==> src/hw/rtl/ierm_pkg.sv <==
package ierm_pkg;

	// command codes
	localparam logic [1:0] CMD_START = 2'd0;
	localparam logic [1:0] CMD_TICK  = 2'd1;
	localparam logic [1:0] CMD_BYTE  = 2'd2;

	// result status codes
	localparam logic [1:0] STATUS_MATCH   = 2'd0;
	localparam logic [1:0] STATUS_TIMEOUT = 2'd1;
	localparam logic [1:0] STATUS_SKIP    = 2'd2;

	// register map indexes
	localparam logic [1:0] REG_IDENTIFIER = 2'd0;
	localparam logic [1:0] REG_SEQUENCE   = 2'd1;
	localparam logic [1:0] REG_SOURCE     = 2'd2;
	localparam logic [1:0] REG_TIMEOUT    = 2'd3;

	localparam int ADDR_W    = 4;
	localparam int DATA_W    = 32;
	localparam int RTT_W     = 24;
	localparam int TIMEOUT_W = 24;

	// packet framing constants
	localparam logic [5:0] MIN_HEADER = 6'd20;
	localparam logic [6:0] ICMP_LEAD  = 7'd8;
	localparam logic [6:0] POS_MAX    = 7'd127;
	localparam logic [7:0] ECHO_REPLY = 8'd0;
	localparam logic [6:0] SRC_FIRST  = 7'd12;
	localparam logic [6:0] SRC_LAST   = 7'd15;

	localparam logic [15:0]          RST_IDENTIFIER = 16'd0;
	localparam logic [15:0]          RST_SEQUENCE   = 16'd1;
	localparam logic [31:0]          RST_SOURCE     = 32'd0;
	localparam logic [TIMEOUT_W-1:0] RST_TIMEOUT    = 24'd1000;

	typedef struct packed {
		logic [15:0]          match_identifier;
		logic [15:0]          match_sequence;
		logic [31:0]          match_source;
		logic [TIMEOUT_W-1:0] timeout_ticks;
	} cfg_t;

	typedef struct packed {
		logic last;
		logic ok;
	} pkt_check_t;

endpackage

==> src/hw/rtl/ierm_ifs.sv <==
interface ierm_cmd_if;
	logic       valid;
	logic       ready;
	logic [1:0] cmd;
	logic [7:0] packet_byte;
	logic       end_of_packet;

	modport source (output valid, output cmd, output packet_byte, output end_of_packet,
		input ready);
	modport sink (input valid, input cmd, input packet_byte, input end_of_packet,
		output ready);
endinterface

interface ierm_res_if;
	logic                      valid;
	logic                      ready;
	logic [1:0]                status;
	logic [ierm_pkg::RTT_W-1:0] round_trip_ticks;

	modport source (output valid, output status, output round_trip_ticks, input ready);
	modport sink (input valid, input status, input round_trip_ticks, output ready);
endinterface

==> src/hw/rtl/icmp_echo_reply_matcher.sv <==
// path: a command transfer loads the input register; its result (if any) goes from there
// into the result register, from which it is taken
// throughput: one command per cycle; the input stalls only while a result is pending
// and the result register still holds an untaken result
// reset: arst_n clears the armed flag, tick count, packet framing state and both
// pipeline valids, and sets the configuration registers to their reset values
module icmp_echo_reply_matcher #(
	parameter int COUNT_WIDTH = 24
) (
	input  logic                        clk,
	input  logic                        arst_n,
	ierm_cmd_if.sink                    cmd_ch,
	ierm_res_if.source                  res_ch,
	input  logic                        psel,
	input  logic                        penable,
	input  logic                        pwrite,
	input  logic [ierm_pkg::ADDR_W-1:0] paddr,
	input  logic [ierm_pkg::DATA_W-1:0] pwdata,
	output logic [ierm_pkg::DATA_W-1:0] prdata,
	output logic                        pready
);

	// compare width covers both the tick count and the timeout register
	localparam int CMP_W = (COUNT_WIDTH > ierm_pkg::RTT_W) ? COUNT_WIDTH : ierm_pkg::RTT_W;

	ierm_pkg::cfg_t       cfg;
	ierm_pkg::pkt_check_t chk;

	// input register stage
	logic       valid_s1;
	logic [1:0] cmd_s1;
	logic [7:0] byte_s1;
	logic       last_s1;

	// block state
	logic                   waiting_q;
	logic [COUNT_WIDTH-1:0] elapsed_q;

	// result register
	logic                        res_valid_q;
	logic [1:0]                  res_status_q;
	logic [ierm_pkg::RTT_W-1:0]  res_rtt_q;

	logic [COUNT_WIDTH-1:0] elapsed_inc;
	logic [CMP_W-1:0]       inc_ext;
	logic [CMP_W-1:0]       cur_ext;
	logic [CMP_W-1:0]       tmo_ext;
	logic                   tick_fire;
	logic                   pkt_fire;
	logic                   s1_has_res;
	logic                   out_free;
	logic                   s1_go;
	logic                   byte_en;

	ierm_apb_regs u_regs (
		.clk     (clk),
		.arst_n  (arst_n),
		.psel    (psel),
		.penable (penable),
		.pwrite  (pwrite),
		.paddr   (paddr),
		.pwdata  (pwdata),
		.prdata  (prdata),
		.pready  (pready),
		.cfg     (cfg)
	);

	// packet framing and field capture, stepped once per packet byte
	ierm_parser u_parser (
		.clk           (clk),
		.arst_n        (arst_n),
		.en            (byte_en),
		.packet_byte   (byte_s1),
		.end_of_packet (last_s1),
		.cfg           (cfg),
		.chk           (chk)
	);

	// saturating tick count
	assign elapsed_inc = (elapsed_q == {COUNT_WIDTH{1'b1}}) ? elapsed_q
		: elapsed_q + COUNT_WIDTH'(1);
	assign inc_ext = CMP_W'(elapsed_inc);
	assign cur_ext = CMP_W'(elapsed_q);
	assign tmo_ext = CMP_W'(cfg.timeout_ticks);

	// which staged commands produce a result
	assign tick_fire  = (cmd_s1 == ierm_pkg::CMD_TICK) && waiting_q && (inc_ext >= tmo_ext);
	assign pkt_fire   = (cmd_s1 == ierm_pkg::CMD_BYTE) && chk.last && waiting_q;
	assign s1_has_res = tick_fire || pkt_fire;

	// the staged command moves on unless it has a result and the result slot is busy
	assign out_free = !res_valid_q || res_ch.ready;
	assign s1_go    = valid_s1 && (!s1_has_res || out_free);
	assign byte_en  = s1_go && (cmd_s1 == ierm_pkg::CMD_BYTE);

	assign cmd_ch.ready = !valid_s1 || s1_go;

	always_ff @(posedge clk or negedge arst_n) begin
		if (!arst_n) begin
			valid_s1 <= 1'b0;
		end else if (cmd_ch.ready) begin
			valid_s1 <= cmd_ch.valid;
		end
	end

	// payload of the input stage, loaded on every transfer
	always_ff @(posedge clk) begin
		if (cmd_ch.valid && cmd_ch.ready) begin
			cmd_s1  <= cmd_ch.cmd;
			byte_s1 <= cmd_ch.packet_byte;
			last_s1 <= cmd_ch.end_of_packet;
		end
	end

	// armed flag and tick count
	always_ff @(posedge clk or negedge arst_n) begin
		if (!arst_n) begin
			waiting_q <= 1'b0;
			elapsed_q <= '0;
		end else if (s1_go) begin
			case (cmd_s1)
				ierm_pkg::CMD_START: begin
					waiting_q <= 1'b1;
					elapsed_q <= '0;
				end
				ierm_pkg::CMD_TICK: begin
					if (waiting_q) begin
						elapsed_q <= elapsed_inc;
					end
					if (tick_fire) begin
						waiting_q <= 1'b0;
					end
				end
				ierm_pkg::CMD_BYTE: begin
					// a match disarms, a skipped packet keeps waiting
					if (pkt_fire && chk.ok) begin
						waiting_q <= 1'b0;
					end
				end
				default: ;
			endcase
		end
	end

	always_ff @(posedge clk or negedge arst_n) begin
		if (!arst_n) begin
			res_valid_q <= 1'b0;
		end else if (s1_go && s1_has_res) begin
			res_valid_q <= 1'b1;
		end else if (res_ch.ready) begin
			res_valid_q <= 1'b0;
		end
	end

	// result payload: a timeout reports the count after this tick
	always_ff @(posedge clk) begin
		if (s1_go && s1_has_res) begin
			if (tick_fire) begin
				res_status_q <= ierm_pkg::STATUS_TIMEOUT;
				res_rtt_q    <= inc_ext[ierm_pkg::RTT_W-1:0];
			end else begin
				res_status_q <= chk.ok ? ierm_pkg::STATUS_MATCH : ierm_pkg::STATUS_SKIP;
				res_rtt_q    <= cur_ext[ierm_pkg::RTT_W-1:0];
			end
		end
	end

	assign res_ch.valid            = res_valid_q;
	assign res_ch.status           = res_status_q;
	assign res_ch.round_trip_ticks = res_rtt_q;

endmodule

==> src/hw/rtl/ierm_apb_regs.sv <==
module ierm_apb_regs (
	input  logic                        clk,
	input  logic                        arst_n,
	input  logic                        psel,
	input  logic                        penable,
	input  logic                        pwrite,
	input  logic [ierm_pkg::ADDR_W-1:0] paddr,
	input  logic [ierm_pkg::DATA_W-1:0] pwdata,
	output logic [ierm_pkg::DATA_W-1:0] prdata,
	output logic                        pready,
	output ierm_pkg::cfg_t              cfg
);

	ierm_pkg::cfg_t cfg_q;
	logic           wr_en;
	logic [1:0]     reg_idx;

	assign pready  = 1'b1;
	assign wr_en   = psel && penable && pwrite && pready;
	assign reg_idx = paddr[3:2];
	assign cfg     = cfg_q;

	always_ff @(posedge clk or negedge arst_n) begin
		if (!arst_n) begin
			cfg_q.match_identifier <= ierm_pkg::RST_IDENTIFIER;
			cfg_q.match_sequence   <= ierm_pkg::RST_SEQUENCE;
			cfg_q.match_source     <= ierm_pkg::RST_SOURCE;
			cfg_q.timeout_ticks    <= ierm_pkg::RST_TIMEOUT;
		end else if (wr_en) begin
			case (reg_idx)
				ierm_pkg::REG_IDENTIFIER: cfg_q.match_identifier <= pwdata[15:0];
				ierm_pkg::REG_SEQUENCE:   cfg_q.match_sequence   <= pwdata[15:0];
				ierm_pkg::REG_SOURCE:     cfg_q.match_source     <= pwdata;
				ierm_pkg::REG_TIMEOUT:
					cfg_q.timeout_ticks <= pwdata[ierm_pkg::TIMEOUT_W-1:0];
				default: ;
			endcase
		end
	end

	always_comb begin
		case (reg_idx)
			ierm_pkg::REG_IDENTIFIER: prdata = {16'd0, cfg_q.match_identifier};
			ierm_pkg::REG_SEQUENCE:   prdata = {16'd0, cfg_q.match_sequence};
			ierm_pkg::REG_SOURCE:     prdata = cfg_q.match_source;
			ierm_pkg::REG_TIMEOUT:
				prdata = {{(ierm_pkg::DATA_W - ierm_pkg::TIMEOUT_W){1'b0}},
					cfg_q.timeout_ticks};
			default:                  prdata = '0;
		endcase
	end

endmodule

==> src/hw/rtl/ierm_parser.sv <==
module ierm_parser (
	input  logic                   clk,
	input  logic                   arst_n,
	input  logic                   en,
	input  logic [7:0]             packet_byte,
	input  logic                   end_of_packet,
	input  ierm_pkg::cfg_t         cfg,
	output ierm_pkg::pkt_check_t   chk
);

	logic [6:0]  pos_q;
	logic [5:0]  hdr_q;
	logic [31:0] src_q;
	logic [7:0]  typ_q;
	logic [15:0] id_q;
	logic [15:0] seq_q;

	logic [6:0]  pos_inc;
	logic [6:0]  hdr_ext;
	logic [5:0]  hdr_d;
	logic [31:0] src_d;
	logic [7:0]  typ_d;
	logic [15:0] id_d;
	logic [15:0] seq_d;

	assign hdr_ext = {1'b0, hdr_q};
	assign pos_inc = (pos_q == ierm_pkg::POS_MAX) ? pos_q : pos_q + 7'd1;

	// capture of header length, source address and echo fields
	always_comb begin
		hdr_d = hdr_q;
		src_d = src_q;
		typ_d = typ_q;
		id_d  = id_q;
		seq_d = seq_q;
		if (pos_q == 7'd0) begin
			hdr_d = {packet_byte[3:0], 2'b00};
		end else if (pos_q >= ierm_pkg::SRC_FIRST && pos_q <= ierm_pkg::SRC_LAST) begin
			src_d = {src_q[23:0], packet_byte};
		end
		if (pos_q != 7'd0) begin
			if (pos_q == hdr_ext) begin
				typ_d = packet_byte;
			end else if (pos_q == hdr_ext + 7'd4) begin
				id_d = {packet_byte, id_q[7:0]};
			end else if (pos_q == hdr_ext + 7'd5) begin
				id_d = {id_q[15:8], packet_byte};
			end else if (pos_q == hdr_ext + 7'd6) begin
				seq_d = {packet_byte, seq_q[7:0]};
			end else if (pos_q == hdr_ext + 7'd7) begin
				seq_d = {seq_q[15:8], packet_byte};
			end
		end
	end

	assign chk.last = end_of_packet;
	assign chk.ok   = (hdr_d >= ierm_pkg::MIN_HEADER)
		&& (pos_inc >= {1'b0, hdr_d} + ierm_pkg::ICMP_LEAD)
		&& (typ_d == ierm_pkg::ECHO_REPLY)
		&& (id_d == cfg.match_identifier)
		&& (seq_d == cfg.match_sequence)
		&& (src_d == cfg.match_source);

	always_ff @(posedge clk or negedge arst_n) begin
		if (!arst_n) begin
			pos_q <= '0;
			hdr_q <= '0;
			src_q <= '0;
			typ_q <= '0;
			id_q  <= '0;
			seq_q <= '0;
		end else if (en) begin
			pos_q <= end_of_packet ? 7'd0 : pos_inc;
			hdr_q <= hdr_d;
			src_q <= src_d;
			typ_q <= typ_d;
			id_q  <= id_d;
			seq_q <= seq_d;
		end
	end

endmodule

==> src/flat_wrapper.sv <==
// flat-port wrapper written by rule: the top's interface ports become plain ports
module icmp_echo_reply_matcher_flat 
#(
	parameter int COUNT_WIDTH = 24
)
  (clk, arst_n, psel, penable, pwrite, paddr, pwdata, prdata, pready, cmd_ch_valid, cmd_ch_cmd, cmd_ch_packet_byte, cmd_ch_end_of_packet, cmd_ch_ready, res_ch_valid, res_ch_status, res_ch_round_trip_ticks, res_ch_ready);
  ierm_cmd_if cmd_ch_i ();
  ierm_res_if res_ch_i ();
  input  logic clk;
  input  logic arst_n;
  input  logic psel;
  input  logic penable;
  input  logic pwrite;
  input  logic [ierm_pkg::ADDR_W-1:0] paddr;
  input  logic [ierm_pkg::DATA_W-1:0] pwdata;
  output logic [ierm_pkg::DATA_W-1:0] prdata;
  output logic pready;
  input wire logic [$bits(cmd_ch_i.valid)-1:0] cmd_ch_valid;
  input wire logic [$bits(cmd_ch_i.cmd)-1:0] cmd_ch_cmd;
  input wire logic [$bits(cmd_ch_i.packet_byte)-1:0] cmd_ch_packet_byte;
  input wire logic [$bits(cmd_ch_i.end_of_packet)-1:0] cmd_ch_end_of_packet;
  output wire logic [$bits(cmd_ch_i.ready)-1:0] cmd_ch_ready;
  output wire logic [$bits(res_ch_i.valid)-1:0] res_ch_valid;
  output wire logic [$bits(res_ch_i.status)-1:0] res_ch_status;
  output wire logic [$bits(res_ch_i.round_trip_ticks)-1:0] res_ch_round_trip_ticks;
  input wire logic [$bits(res_ch_i.ready)-1:0] res_ch_ready;
  assign cmd_ch_i.valid = cmd_ch_valid;
  assign cmd_ch_i.cmd = cmd_ch_cmd;
  assign cmd_ch_i.packet_byte = cmd_ch_packet_byte;
  assign cmd_ch_i.end_of_packet = cmd_ch_end_of_packet;
  assign cmd_ch_ready = cmd_ch_i.ready;
  assign res_ch_valid = res_ch_i.valid;
  assign res_ch_status = res_ch_i.status;
  assign res_ch_round_trip_ticks = res_ch_i.round_trip_ticks;
  assign res_ch_i.ready = res_ch_ready;
  icmp_echo_reply_matcher #(.COUNT_WIDTH(COUNT_WIDTH)) u_core (.clk(clk), .arst_n(arst_n), .cmd_ch(cmd_ch_i), .res_ch(res_ch_i), .psel(psel), .penable(penable), .pwrite(pwrite), .paddr(paddr), .pwdata(pwdata), .prdata(prdata), .pready(pready));
endmodule
==> config.mk <==
export PLATFORM = sky130hd
export DESIGN_NAME = icmp_echo_reply_matcher_flat
export DESIGN_NICKNAME = d
export VERILOG_FILES = /design/src/hw/rtl/ierm_pkg.sv /design/src/hw/rtl/ierm_ifs.sv /design/src/hw/rtl/icmp_echo_reply_matcher.sv /design/src/hw/rtl/ierm_apb_regs.sv /design/src/hw/rtl/ierm_parser.sv /design/src/flat_wrapper.sv
export SDC_FILE = /design/constraint.sdc
export NUM_CORES = 1
export LEC_CHECK = 0
export ABC_AREA = 0
export BUFFER_PORTS_ARGS = -buffer_cell sky130_fd_sc_hd__clkbuf_2
export CORE_AREA = 4 4 204 206
export DETAILED_ROUTE_END_ITERATION = 12
export DIE_AREA = 0 0 208 210
export MAX_ROUTING_LAYER = met4
export PLACE_DENSITY = 0.61
export SYNTH_ARGS = -nofsm -noshare
export SYNTH_HDL_FRONTEND = slang
export SYNTH_SLANG_ARGS = --single-unit
==> constraint.sdc <==
create_clock -name clk -period 12.95 [get_ports clk]
set_input_delay 0.6475 -clock clk [delete_from_list [all_inputs] [get_ports clk]]
set_output_delay 0.6475 -clock clk [all_outputs]
set_load 0.02 [all_outputs]
==> out/results.txt <==
Seq cells post-synth: 237
GR Layer Usage met2: 30.36%
Slew margin rel.: 23.41%
CTS sink cnt: 237
CTS Buf Count: 26
Period minus WS final: 6.470 ns
Max-Cap Viols: 0
Worst reg2reg setup slack: 6.58 ns
Max Freq: 154.6 MHz
Routed len/inst: 20.06 um
Total track usage: 17.99%
Final non-filler cell total: 1,942
Hold WS: 0.2274 ns
Clock Tree Root: clkbuf_16
Met3 Usage GRT: 2.813%
First-pass iteration count of the detailed router: 5
Setup TNS: 0 ns
Clock transition at path regs: 0.06 ns
CP Max Fanout: 26
CP endpoint kind: primary output
Clk_lat worst skew: 0.55 ns
Pins Over Slew Limit: 0
Cells after synthesis: 1,316
Crit path kind: reg2out
Vias: 10,429
Yosys cell types: 71
Layout area overhead: 14.12%
Synth Flop Type: dfrtp_1
Finished Core Util: 39.53%
Status: finished, final reports clean
Net Count, Synth: 1,416
Most common cell type on the critical path: nand4_1
CTS H-Tree Depth: 1
Hold WC Path Type: in2async
Fillers: 3,894
Reg2Reg Launch Point: u_core.cur_ext[8]
Pin count of the biggest net entering global routing: 129
Ys Warns: 0
Part of the cycle the worst path needs: 49.96%
CP arrival: 5.82 ns
Vias per cell: 5.370
Worst-Margin Slew: 1.146 ns
Post-DRT Antenna Nets: 0
Required @ worst endpoint: 12.30 ns
Critical R2R Capture: u_core.u_parser.typ_q[1]
FP Rows: 73
Routability cong.: 0.9305
CTS Buffer Depth: 3
R2R cell count: 20
Top delay family on crit path: simple AND/OR/NAND/NOR gates
Endpoints failing setup: 0
Post-cts resize count: 0
Avg Cell Area, Syn: 10.43 um2
CP Buf/Inv Count: 3
Total congestion overflow: 0
Share of layout cells above drive strength 1: 23.31%
Initial antenna violation count: 1
Hold Vio Cnt, Final: 0
PortBufs: 111
Area of the multi-input gates: 0.006993 mm2
Grt peak-use layer: met2
Hold-fix buffers, CTS: 0
Nets: 1,498
LEAKAGE: 7.082 nW
Synth Cell Area: 0.01373 mm2
Power per cell area: 147.1 mW/mm2
Total die area: 0.04368 mm2
Final Skew: 0.01496 ns
Register area share after synthesis: 44.61%
Number of global-route vias before repair: 10,411
Slowest stage delay, CP: 0.53 ns
Reg area: 0.006125 mm2
Total Wirelength: 38.97 mm
Maximum VDD drop: 0.09697 mV
Number of flops mapped to enable cells by yosys: 37
Slowest cell on the critical path: o21ai_0
Post-CTS setup buffer count: 0
RSZ-0062 raised after global routing: no
Async SR Flop Fraction: 84.39%
Core region area: 0.03964 mm2
Die W: 208 um
DRT iter0 DRCs: 701
Grt met1 use: 22.86%
CP Launch Type: flop
PnR Total Power: 2.305 mW
CTS tree: yes
First-pass GRT wire length: 60.97 mm
Effective utilization at floorplan: 34.64%
Total I/O pin count: 115
Worst-path cell chain: and4_1 > nand4_1 > nor3_1 > nand3_1 > nand4_1 > nor4_2 > and4_1 > and3_1 > xor2_1 > ha_1 > nand4_1 > o21ai_0 > inv_1 > a21oi_2 > buf_4 > o21a_1 > nand2_1 > clkbuf_2
Remaining DRCs: 0
Die extent in y: 210 um
Placed cells: 1,895
DPL Wire Length: 28.41 mm
report_power, final:
| group | switching [mW] | leakage, nW | internal, mW |
|---|---|---|---|
| clock | 0.309 | 0.425 | 0.463 |
| combinational | 0.297 | 3.74 | 0.243 |
| sequential | 0.134 | 2.92 | 0.859 |
| total | 0.740 | 7.08 | 1.56 |
cell usage after synthesis, drive strengths merged, types with 7 or more instances:
library cell  number  area (um2)
a2111oi            9       97.60
a21o               8       60.06
a21oi             37       188.9
a22o              10       87.58
and2              14       87.58
and3              14       87.58
buf               24       122.6
clkbuf            50       187.7
dfrtp            193        4830
dfstp              7       183.9
edfxtp            37        1111
ha                46       575.6
inv               87       326.6
mux2             119        1340
mux2i             47       470.5
mux4              16       360.4
nand2            131       491.7
nand2b            23       143.9
nand3             30       150.1
nand3b             7       52.55
nand4             18       112.6
nor2              50       187.7
nor2b             19       118.9
nor3              13       70.07
nor4              12       87.58
o21ai             83       415.4
o221ai             7       61.31
o22ai             17       106.4
or2                7       43.79
xnor2             59       524.3
xor2              47       419.2
layout make-up:
type,instances,area share (%)
clock inverter,7,0.7187
sequential,237,39.09
antenna,1,0.01597
multi-input combinational,918,44.63
timing repair buffer,128,4.416
inverter,87,2.084
clock buffer,39,4.855
tap,525,4.192
worst reg2reg max path: cells and delay by family, from the launching register on:
kind,cells,cell delay (ns)
and+or+nand+nor,10,3.62
AOI/OAI and AO/OA,6,1.15
DFF,1,0.52
adders and majority gates,1,0.31
muxes,1,0.30
xor gates and xnor gates,1,0.17
buffers and inverters,1,0.17
metal layers:
metal / up-vias / part of all wire (%)
met3: 53 / 4.8
met2: 258 / 49
met1: 5276 / 44
met5: - / 0
met4: 0 / 2.4
li1: 4842 / -
how the worst max path moves through the flow:
stage	startpoint	slack [ns]	endpoint	cells past startpoint
6_report	u_core.cur_ext[8]	6.48	cmd_ch_ready	18
3_3_place_gp	u_core.cur_ext[8]	6.71	u_core.u_parser.typ_q[3]	20
3_5_place_dp	u_core.cur_ext[8]	6.62	u_core.u_parser.typ_q[1]	20
4_1_cts	u_core.cur_ext[8]	6.35	cmd_ch_ready	18
2_1_floorplan	u_core.cur_ext[8]	7.95	u_core.u_parser.src_q[10]	23
5_1_grt	u_core.cur_ext[8]	5.89	cmd_ch_ready	18
through the flow:
stage	setup slack (ns)	instance area, um2
2_1_floorplan	7.946	13730
5_1_grt	5.891	15670
3_3_place_gp	6.709	14790
3_5_place_dp	6.616	14790
6_report	6.480	15670
4_1_cts	6.353	15670
sequential cells by signal, indices dropped and copies added, names as in the netlist:
register	flops
u_core.cur_ext	24
u_core.u_regs.cfg	88
u_core.valid_s1	1
u_core.u_parser.pos_q	7
u_core.u_parser.seq_q	16
u_core.res_ch.round_trip_ticks	24
u_core.res_ch.status	2
u_core.waiting_q	1
u_core.u_parser.typ_q	8
u_core.last_s1	1
u_core.u_parser.id_q	16
u_core.byte_s1	8
u_core.res_ch.valid	1
u_core.cmd_s1	2
u_core.u_parser.hdr_q	6
u_core.u_parser.src_q	32
kinds of logic after synthesis:
logic type	after synthesis	synth area share (%)
xor+xnor	106	6.871
compound gates	223	10.69
fa+ha+maj	46	4.192
buf+inv	161	4.638
simple gates	360	13.17
flops	237	44.61
mux	182	15.81
other cells	1	0.02731
layout by cell type, fill, tap and decap left out, drive strengths merged, types with 47 or more instances in the layout:
cell	netlist	routed
nand2	131	131
mux2i	47	47
o21ai	83	83
clkbuf	50	150
xnor2	59	59
mux2	119	119
dfrtp	193	193
xor2	47	47
nor2	50	50
inv	87	87
(Power assumes the default switching activity.)
